### src/rtl/tdpt_pkg.sv
`timescale 1ns / 1ps
`default_nettype none
// ----------------------------------------------------------------------------
// Trial division prime test package
// Shared widths and reset values for the prime test core.
// ----------------------------------------------------------------------------
package tdpt_pkg;

  localparam int CAND_W          = 24;
  localparam int LIMIT_W         = 20;
  localparam int VALUE_WIDTH_DEF = 24;

  localparam logic [LIMIT_W-1:0] LIMIT_RESET = 20'd100000;

endpackage

`default_nettype wire

### src/rtl/tdpt_if.sv
`timescale 1ns / 1ps
`default_nettype none
// ----------------------------------------------------------------------------
// Trial division prime test channels
// Valid/ready channels for candidate words and result words.
// ----------------------------------------------------------------------------
interface tdpt_in_if;
  import tdpt_pkg::*;

  logic              valid;
  logic              ready;
  logic [CAND_W-1:0] candidate;

  modport source (output valid, output candidate, input ready);
  modport sink   (input valid, input candidate, output ready);
endinterface

interface tdpt_out_if;
  import tdpt_pkg::*;

  logic              valid;
  logic              ready;
  logic [CAND_W-1:0] tested_value;
  logic              prime_flag;
  logic              limit_reached;

  modport source (output valid, output tested_value, output prime_flag,
                  output limit_reached, input ready);
  modport sink   (input valid, input tested_value, input prime_flag,
                  input limit_reached, output ready);
endinterface

`default_nettype wire

### src/rtl/tdpt_rem.sv
`timescale 1ns / 1ps
`default_nettype none
// ----------------------------------------------------------------------------
// Trial division remainder unit
// Restoring remainder, one dividend bit per cycle.
// ----------------------------------------------------------------------------
module tdpt_rem #(
  parameter int VW = 24,
  parameter int DW = 14
) (
  input  wire logic          clk,
  input  wire logic          rst_n,
  input  wire logic          start,
  input  wire logic [VW-1:0] dividend,
  input  wire logic [DW-1:0] divisor,
  output logic               done,
  output logic [DW-1:0]      rem
);
  import tdpt_pkg::*;

  localparam int CW = $clog2(VW + 1);

  logic          busy_r, busy_nxt;
  logic          done_r, done_nxt;
  logic [CW-1:0] cnt_r, cnt_nxt;
  logic [VW-1:0] shf_r, shf_nxt;
  logic [DW-1:0] rem_r, rem_nxt;
  logic [DW:0]   trial;

  assign trial = {rem_r, shf_r[VW-1]};

  always_comb begin
    busy_nxt = busy_r;
    done_nxt = 1'b0;
    cnt_nxt  = cnt_r;
    shf_nxt  = shf_r;
    rem_nxt  = rem_r;
    if (start) begin
      busy_nxt = 1'b1;
      cnt_nxt  = CW'(VW);
      shf_nxt  = dividend;
      rem_nxt  = '0;
    end else if (busy_r) begin
      shf_nxt = {shf_r[VW-2:0], 1'b0};
      if (trial >= {1'b0, divisor}) begin
        rem_nxt = DW'(trial - {1'b0, divisor});
      end else begin
        rem_nxt = DW'(trial);
      end
      cnt_nxt = cnt_r - CW'(1);
      if (cnt_r == CW'(1)) begin
        busy_nxt = 1'b0;
        done_nxt = 1'b1;
      end
    end
  end

  always_ff @(posedge clk) begin
    if (!rst_n) begin
      busy_r <= 1'b0;
      done_r <= 1'b0;
      cnt_r  <= '0;
    end else begin
      busy_r <= busy_nxt;
      done_r <= done_nxt;
      cnt_r  <= cnt_nxt;
    end
    shf_r <= shf_nxt;
    rem_r <= rem_nxt;
  end

  assign done = done_r;
  assign rem  = rem_r;

endmodule

`default_nettype wire

### src/rtl/trial_division_prime_test_core.sv
`timescale 1ns / 1ps
`default_nettype none
// ----------------------------------------------------------------------------
// Trial division prime test core
// Tests one candidate word at a time for primality and counts words.
// ----------------------------------------------------------------------------
// Channel   Dir  Handshake      Payload
// in_ch     in   valid/ready    candidate
// out_ch    out  valid/ready    tested_value, prime_flag, limit_reached
// cfg       in   write enable   item_limit
//
// Each word is divided by trial divisors counting up from 2 while the divisor
// squared does not exceed the word; each divisor costs one pass through the
// bit-serial remainder unit. Worst case for 24 bits is about 4096 divisors.
// Reset is synchronous and active low, clears the count and restores the
// default limit.
// A new word is taken as soon as the core is idle, even while a result stalls.
// ----------------------------------------------------------------------------
module trial_division_prime_test_core #(
  parameter int VALUE_WIDTH = tdpt_pkg::VALUE_WIDTH_DEF
) (
  input  wire logic                         clk,
  input  wire logic                         rst_n,
  tdpt_in_if.sink                           in_ch,
  tdpt_out_if.source                        out_ch,
  input  wire logic                         cfg_we,
  input  wire logic [tdpt_pkg::LIMIT_W-1:0] cfg_wdata
);
  import tdpt_pkg::*;

  localparam int VW = VALUE_WIDTH;
  localparam int DW = VW / 2 + 2;
  localparam int SW = VW + 2;

  typedef enum logic [2:0] {
    ST_IDLE,
    ST_CHECK,
    ST_START,
    ST_DIV,
    ST_FINISH
  } state_t;

  state_t             state_r, state_nxt;
  logic [VW-1:0]      n_r, n_nxt;
  logic [DW-1:0]      d_r, d_nxt;
  logic [SW-1:0]      sq_r, sq_nxt;
  logic               prime_r, prime_nxt;
  logic               hit_r, hit_nxt;
  logic [LIMIT_W-1:0] count_r, count_nxt;
  logic [LIMIT_W-1:0] limit_r, limit_nxt;
  logic               out_valid_r, out_valid_nxt;
  logic [CAND_W-1:0]  out_value_r, out_value_nxt;
  logic               out_prime_r, out_prime_nxt;
  logic               out_hit_r, out_hit_nxt;

  logic               div_start;
  logic               div_done;
  logic [DW-1:0]      div_rem;
  logic [VW-1:0]      cand_n;
  logic [LIMIT_W-1:0] count_inc;

  tdpt_rem #(
    .VW (VW),
    .DW (DW)
  ) u_rem (
    .clk      (clk),
    .rst_n    (rst_n),
    .start    (div_start),
    .dividend (n_r),
    .divisor  (d_r),
    .done     (div_done),
    .rem      (div_rem)
  );

  assign cand_n    = VW'(in_ch.candidate);
  assign count_inc = (count_r < limit_r) ? count_r + LIMIT_W'(1) : count_r;
  assign div_start = (state_r == ST_START);

  always_comb begin
    state_nxt     = state_r;
    n_nxt         = n_r;
    d_nxt         = d_r;
    sq_nxt        = sq_r;
    prime_nxt     = prime_r;
    hit_nxt       = hit_r;
    count_nxt     = count_r;
    limit_nxt     = cfg_we ? cfg_wdata : limit_r;
    out_valid_nxt = out_valid_r & ~out_ch.ready;
    out_value_nxt = out_value_r;
    out_prime_nxt = out_prime_r;
    out_hit_nxt   = out_hit_r;
    unique case (state_r)
      ST_IDLE: begin
        if (in_ch.valid) begin
          n_nxt     = cand_n;
          d_nxt     = DW'(2);
          sq_nxt    = SW'(4);
          count_nxt = count_inc;
          hit_nxt   = (count_inc >= limit_r);
          if (cand_n < VW'(2)) begin
            prime_nxt = 1'b0;
            state_nxt = ST_FINISH;
          end else begin
            state_nxt = ST_CHECK;
          end
        end
      end
      ST_CHECK: begin
        if (SW'(n_r) < sq_r) begin
          prime_nxt = 1'b1;
          state_nxt = ST_FINISH;
        end else begin
          state_nxt = ST_START;
        end
      end
      ST_START: begin
        state_nxt = ST_DIV;
      end
      ST_DIV: begin
        if (div_done) begin
          if (div_rem == '0) begin
            prime_nxt = 1'b0;
            state_nxt = ST_FINISH;
          end else begin
            d_nxt     = d_r + DW'(1);
            sq_nxt    = sq_r + SW'({d_r, 1'b0}) + SW'(1);
            state_nxt = ST_CHECK;
          end
        end
      end
      ST_FINISH: begin
        if (!out_valid_r || out_ch.ready) begin
          out_valid_nxt = 1'b1;
          out_value_nxt = CAND_W'(n_r);
          out_prime_nxt = prime_r;
          out_hit_nxt   = hit_r;
          state_nxt     = ST_IDLE;
        end
      end
      default: begin
        state_nxt = ST_IDLE;
      end
    endcase
  end

  always_ff @(posedge clk) begin
    if (!rst_n) begin
      state_r     <= ST_IDLE;
      count_r     <= '0;
      limit_r     <= LIMIT_RESET;
      out_valid_r <= 1'b0;
    end else begin
      state_r     <= state_nxt;
      count_r     <= count_nxt;
      limit_r     <= limit_nxt;
      out_valid_r <= out_valid_nxt;
    end
    n_r         <= n_nxt;
    d_r         <= d_nxt;
    sq_r        <= sq_nxt;
    prime_r     <= prime_nxt;
    hit_r       <= hit_nxt;
    out_value_r <= out_value_nxt;
    out_prime_r <= out_prime_nxt;
    out_hit_r   <= out_hit_nxt;
  end

  assign in_ch.ready          = (state_r == ST_IDLE);
  assign out_ch.valid         = out_valid_r;
  assign out_ch.tested_value  = out_value_r;
  assign out_ch.prime_flag    = out_prime_r;
  assign out_ch.limit_reached = out_hit_r;

endmodule

`default_nettype wire

### src/flat_wrapper.sv
// flat-port wrapper written by rule: the top's interface ports become plain ports
module trial_division_prime_test_core_flat import tdpt_pkg::*;
#(
  parameter int VALUE_WIDTH = tdpt_pkg::VALUE_WIDTH_DEF
)
  (clk, rst_n, cfg_we, cfg_wdata, in_ch_valid, in_ch_candidate, in_ch_ready, out_ch_valid, out_ch_tested_value, out_ch_prime_flag, out_ch_limit_reached, out_ch_ready);
  tdpt_in_if in_ch_i ();
  tdpt_out_if out_ch_i ();
  input  wire logic clk;
  input  wire logic rst_n;
  input  wire logic cfg_we;
  input  wire logic [tdpt_pkg::LIMIT_W-1:0] cfg_wdata;
  input wire logic [$bits(in_ch_i.valid)-1:0] in_ch_valid;
  input wire logic [$bits(in_ch_i.candidate)-1:0] in_ch_candidate;
  output wire logic [$bits(in_ch_i.ready)-1:0] in_ch_ready;
  output wire logic [$bits(out_ch_i.valid)-1:0] out_ch_valid;
  output wire logic [$bits(out_ch_i.tested_value)-1:0] out_ch_tested_value;
  output wire logic [$bits(out_ch_i.prime_flag)-1:0] out_ch_prime_flag;
  output wire logic [$bits(out_ch_i.limit_reached)-1:0] out_ch_limit_reached;
  input wire logic [$bits(out_ch_i.ready)-1:0] out_ch_ready;
  assign in_ch_i.valid = in_ch_valid;
  assign in_ch_i.candidate = in_ch_candidate;
  assign in_ch_ready = in_ch_i.ready;
  assign out_ch_valid = out_ch_i.valid;
  assign out_ch_tested_value = out_ch_i.tested_value;
  assign out_ch_prime_flag = out_ch_i.prime_flag;
  assign out_ch_limit_reached = out_ch_i.limit_reached;
  assign out_ch_i.ready = out_ch_ready;
  trial_division_prime_test_core #(.VALUE_WIDTH(VALUE_WIDTH)) u_core (.clk(clk), .rst_n(rst_n), .in_ch(in_ch_i), .out_ch(out_ch_i), .cfg_we(cfg_we), .cfg_wdata(cfg_wdata));
endmodule
### config.mk
export PLATFORM = sky130hd
export DESIGN_NAME = trial_division_prime_test_core_flat
export DESIGN_NICKNAME = d
export VERILOG_FILES = /design/src/rtl/tdpt_pkg.sv /design/src/rtl/tdpt_if.sv /design/src/rtl/tdpt_rem.sv /design/src/rtl/trial_division_prime_test_core.sv /design/src/flat_wrapper.sv
export SDC_FILE = /design/constraint.sdc
export NUM_CORES = 1
export LEC_CHECK = 0
export ABC_AREA = 1
export BUFFER_PORTS_ARGS = -buffer_cell sky130_fd_sc_hd__buf_4
export CORE_MARGIN = 10
export CORE_UTILIZATION = 45
export CTS_CLUSTER_DIAMETER = 60
export DETAILED_ROUTE_END_ITERATION = 8
export PLACE_DENSITY = 0.73
export SKIP_LAST_GASP = 1
export SLEW_MARGIN = 10
export SYNTH_ARGS = -nofsm -noshare
export SYNTH_HDL_FRONTEND = slang
export SYNTH_SLANG_ARGS = --single-unit
### constraint.sdc
create_clock -name clk -period 3.7 [get_ports clk]
set_clock_uncertainty 0.1 [all_clocks]
set_input_delay 0.555 -clock clk [delete_from_list [all_inputs] [get_ports clk]]
set_output_delay 0.555 -clock clk [all_outputs]
set_load 0.02 [all_outputs]
==> metrics <==
clock edge transition at the registers on the reported setup and hold paths 80 ps; minimum period implied by the final worst setup slack 3220 ps; post-route setup TNS 0 ps; Combinational Power Share 0.513; post-synthesis cell count 1366; routed length per instance 15.0 um; share of synthesized area occupied by flip-flops and latches 0.433; CTS H-tree lvls 4; most instantiated flip-flop cell in the synthesis netlist edfxtp_1; P&R area growth vs syn 14.2%; share of flip-flops with an asynchronous set or reset after synthesis 0; Clock Tree Buf Depth 2; max frequency a little over 300 MHz; effective utilization at floorplan 0.456; WP data arrival approximately 3300 ps; Placement Rows 57; Slew Viols, Final 0; First-pass DRT Iterations 5; Die H around 180 um; DP Wirelength between 20000 and 25000 um; worst skew pair latency 450 ps; Slew @ Worst Pin 818 ps; hold violation count in the final report 0; initial drt markers 678; HP Start in_ch_candidate[0]; share of power burned in the clock network 0.169; final clock period utilization by the worst path 0.870; total CTS buffers 17; count of filler cells inserted in the layout 2235; setup repair after global routing missed its margin false; nature of the critical path endpoint register; switching pwr around 5.2 mW; drc violations 0; wire length of the first global-routing pass 43700 um; sequential power share 0.318; area of all placed cells without fillers between 10000 and 15000 sq um; Leak Pwr around 5.7 nW; total via count in the routed design about 9300; Die Footprint between 30000 and 40000 sq um; CP Class reg2reg; TritonCTS clock tree yes; Hold Buf Count CTS 0; Clock Sinks 181; nets in the synthesized netlist around 1500; critical path data required time 3790 ps; sum of internal, switching and leakage power between 10 and 15 mW; Placement Cell Area about 12000 sq um; maximum number of pins on one net before global-route repair between 40 and 50; Slew Limit Headroom 0.454; most common cell after layout, fill and taps aside nand2_1; critical path fanouts, max 9; number of distinct library cells after synthesis 47; number of antenna violations at the first check in global routing 0; total overflow reported by the global router 0; top library cells by usage in the layout, fill and taps aside 314 x nand2_1, 185 x inv_1, 149 x nor2_1; width of the die 177 um; synthesis-stage register bit count ~180; net total in the final layout around 1600; antenna cell count 0; buffers added on ports 76; type of element launching the critical path register; count of antenna-violating nets left after detailed routing 0; result of the run finished clean; Power Dens Cells roughly 890 nW/um^2; overall fraction of global-route tracks in use 0.171; worst min-delay path class in2reg; switching share of power 0.465; number of gates resized after CTS 0; maximum resistive drop on vdd around 0.72 mV; post-DR vias/cell between 5 and 6; area occupied by multi-input gates approximately 5500 sq um; number of failing setup endpoints in the final timing report 0; boundary pin count between 70 and 80; post-CTS setup buffer count 0; Reg area about 4800 sq um; P_int 6.03 mW; ratio of cells with drive above 1 in the final layout 0.116; number of violations of the max-capacitance limit 0; Placeable Area between 20000 and 25000 sq um; Synth Warn # 0; via count of the first global-routing pass between 9000 and 10000; WL final about 27000 um; Crit. Startpoint u_core.count_r[13]; worst r2r src u_core.count_r[13]; netlist area before placement between 10000 and 15000 sq um; clock tree root driver cell clkbuf_16; number of enable flip-flop cells after synthesis 116; average footprint of a synthesized cell between 8 and 9 sq um; routability congestion estimate from global placement 0.938
[cell usage after synthesis, drive strengths merged (22+ instances only)]
cell type | instances | area [sq um]
nand2 | 319 | 1210
inv | 188 | 706
nor2 | 151 | 577
a21oi | 124 | 636
edfxtp | 116 | 3480
ha | 94 | 1180
o21ai | 83 | 419
nand3 | 69 | 370
dfxtp | 65 | 1300
nor3 | 24 | 159
mux2 | 23 | 259
nand4 | 22 | 138
[final cells by class]
class,instances,area share
clock buffer,17,0.0337
clock inverter,15,0.0155
inverter,189,0.0562
multi-input combinational,972,0.432
sequential,181,0.379
tap,324,0.0321
timing repair buffer,87,0.0517
[power by group through the flow]
stage	logic (mW)	clock network (mW)	registers [mW]
CTS	5.74	1.94	3.59
finish	5.78	1.91	3.58
floorplan	4.27	0	3.52
global placement	5.52	0	3.61
detailed placement	5.67	0	3.63
global route	6.59	2.02	3.67
[worst paths after layout]
check                                  end  slack [ps]  depth (start not counted)
setup / recovery              u_core.hit_r         480                         19
hold / removal               u_core.n_r[0]         190                          1
setup reg to reg              u_core.hit_r         480                         19
hold reg to reg   u_core.out_ch.prime_flag         320                          0
[critical path, stage by stage, from the launching register on]
cell and delay [ps]:
dfxtp_1 430, ha_1 280, nand2_1 80, nand2_1 50, nand3_1 60, nand2_1 60, a21oi_1 210, nand2_1 80
nor2_1 260, buf_4 230, nand2_1 60, nand2_1 70, inv_1 50, ha_1 280, a21oi_1 170, nor2_1 60
a211oi_1 180, o21ai_0 110, nand2_1 80, nand4_1 60
[cell families (layout without fill, tap and decap cells)]
logic type,Yosys count,after routing,synth area share
xor gates and xnor gates,24,24,0.0190
and+or+nand+nor,605,605,0.234
DFF,181,181,0.433
buffers and inverters,213,308,0.0744
muxes,23,23,0.0234
adders and majority gates,96,96,0.110
AOI/OAI and AO/OA,224,224,0.107
[layer usage]
metal | GRT usage | up-vias | part of all wire
met5 | 0 | - | 0
met4 | 0.0525 | 0 | 0.019
met3 | 0.0324 | 37 | 0.050
met2 | 0.308 | 242 | 0.51
met1 | 0.201 | 4332 | 0.42
li1 | - | 4723 | -
[metrics by stage]
stage                     worst slack [ps]  instances   util  hold slack [ps]
final                                  483       1785  0.521              185
after global routing                   131       1785  0.521              176
after CTS                              504       1785  0.521              180
after detailed placement               513       1753  0.495              305
after global placement                 583       1753  0.495              313
after floorplan                       1040       1366      -              300
[flip-flops by register name, indices dropped and copies added (netlist names), 3 cells and up]
name,count
u_core.d_r,14
u_core.sq_r,26
u_core.u_rem.rem,14
u_core.n_r,24
u_core.out_ch.tested_value,24
u_core.u_rem.shf_r,24
u_core.u_rem.cnt_r,5
u_core.state_r,3
u_core.limit_r,20
u_core.count_r,20
(Power assumes the default switching activity.)
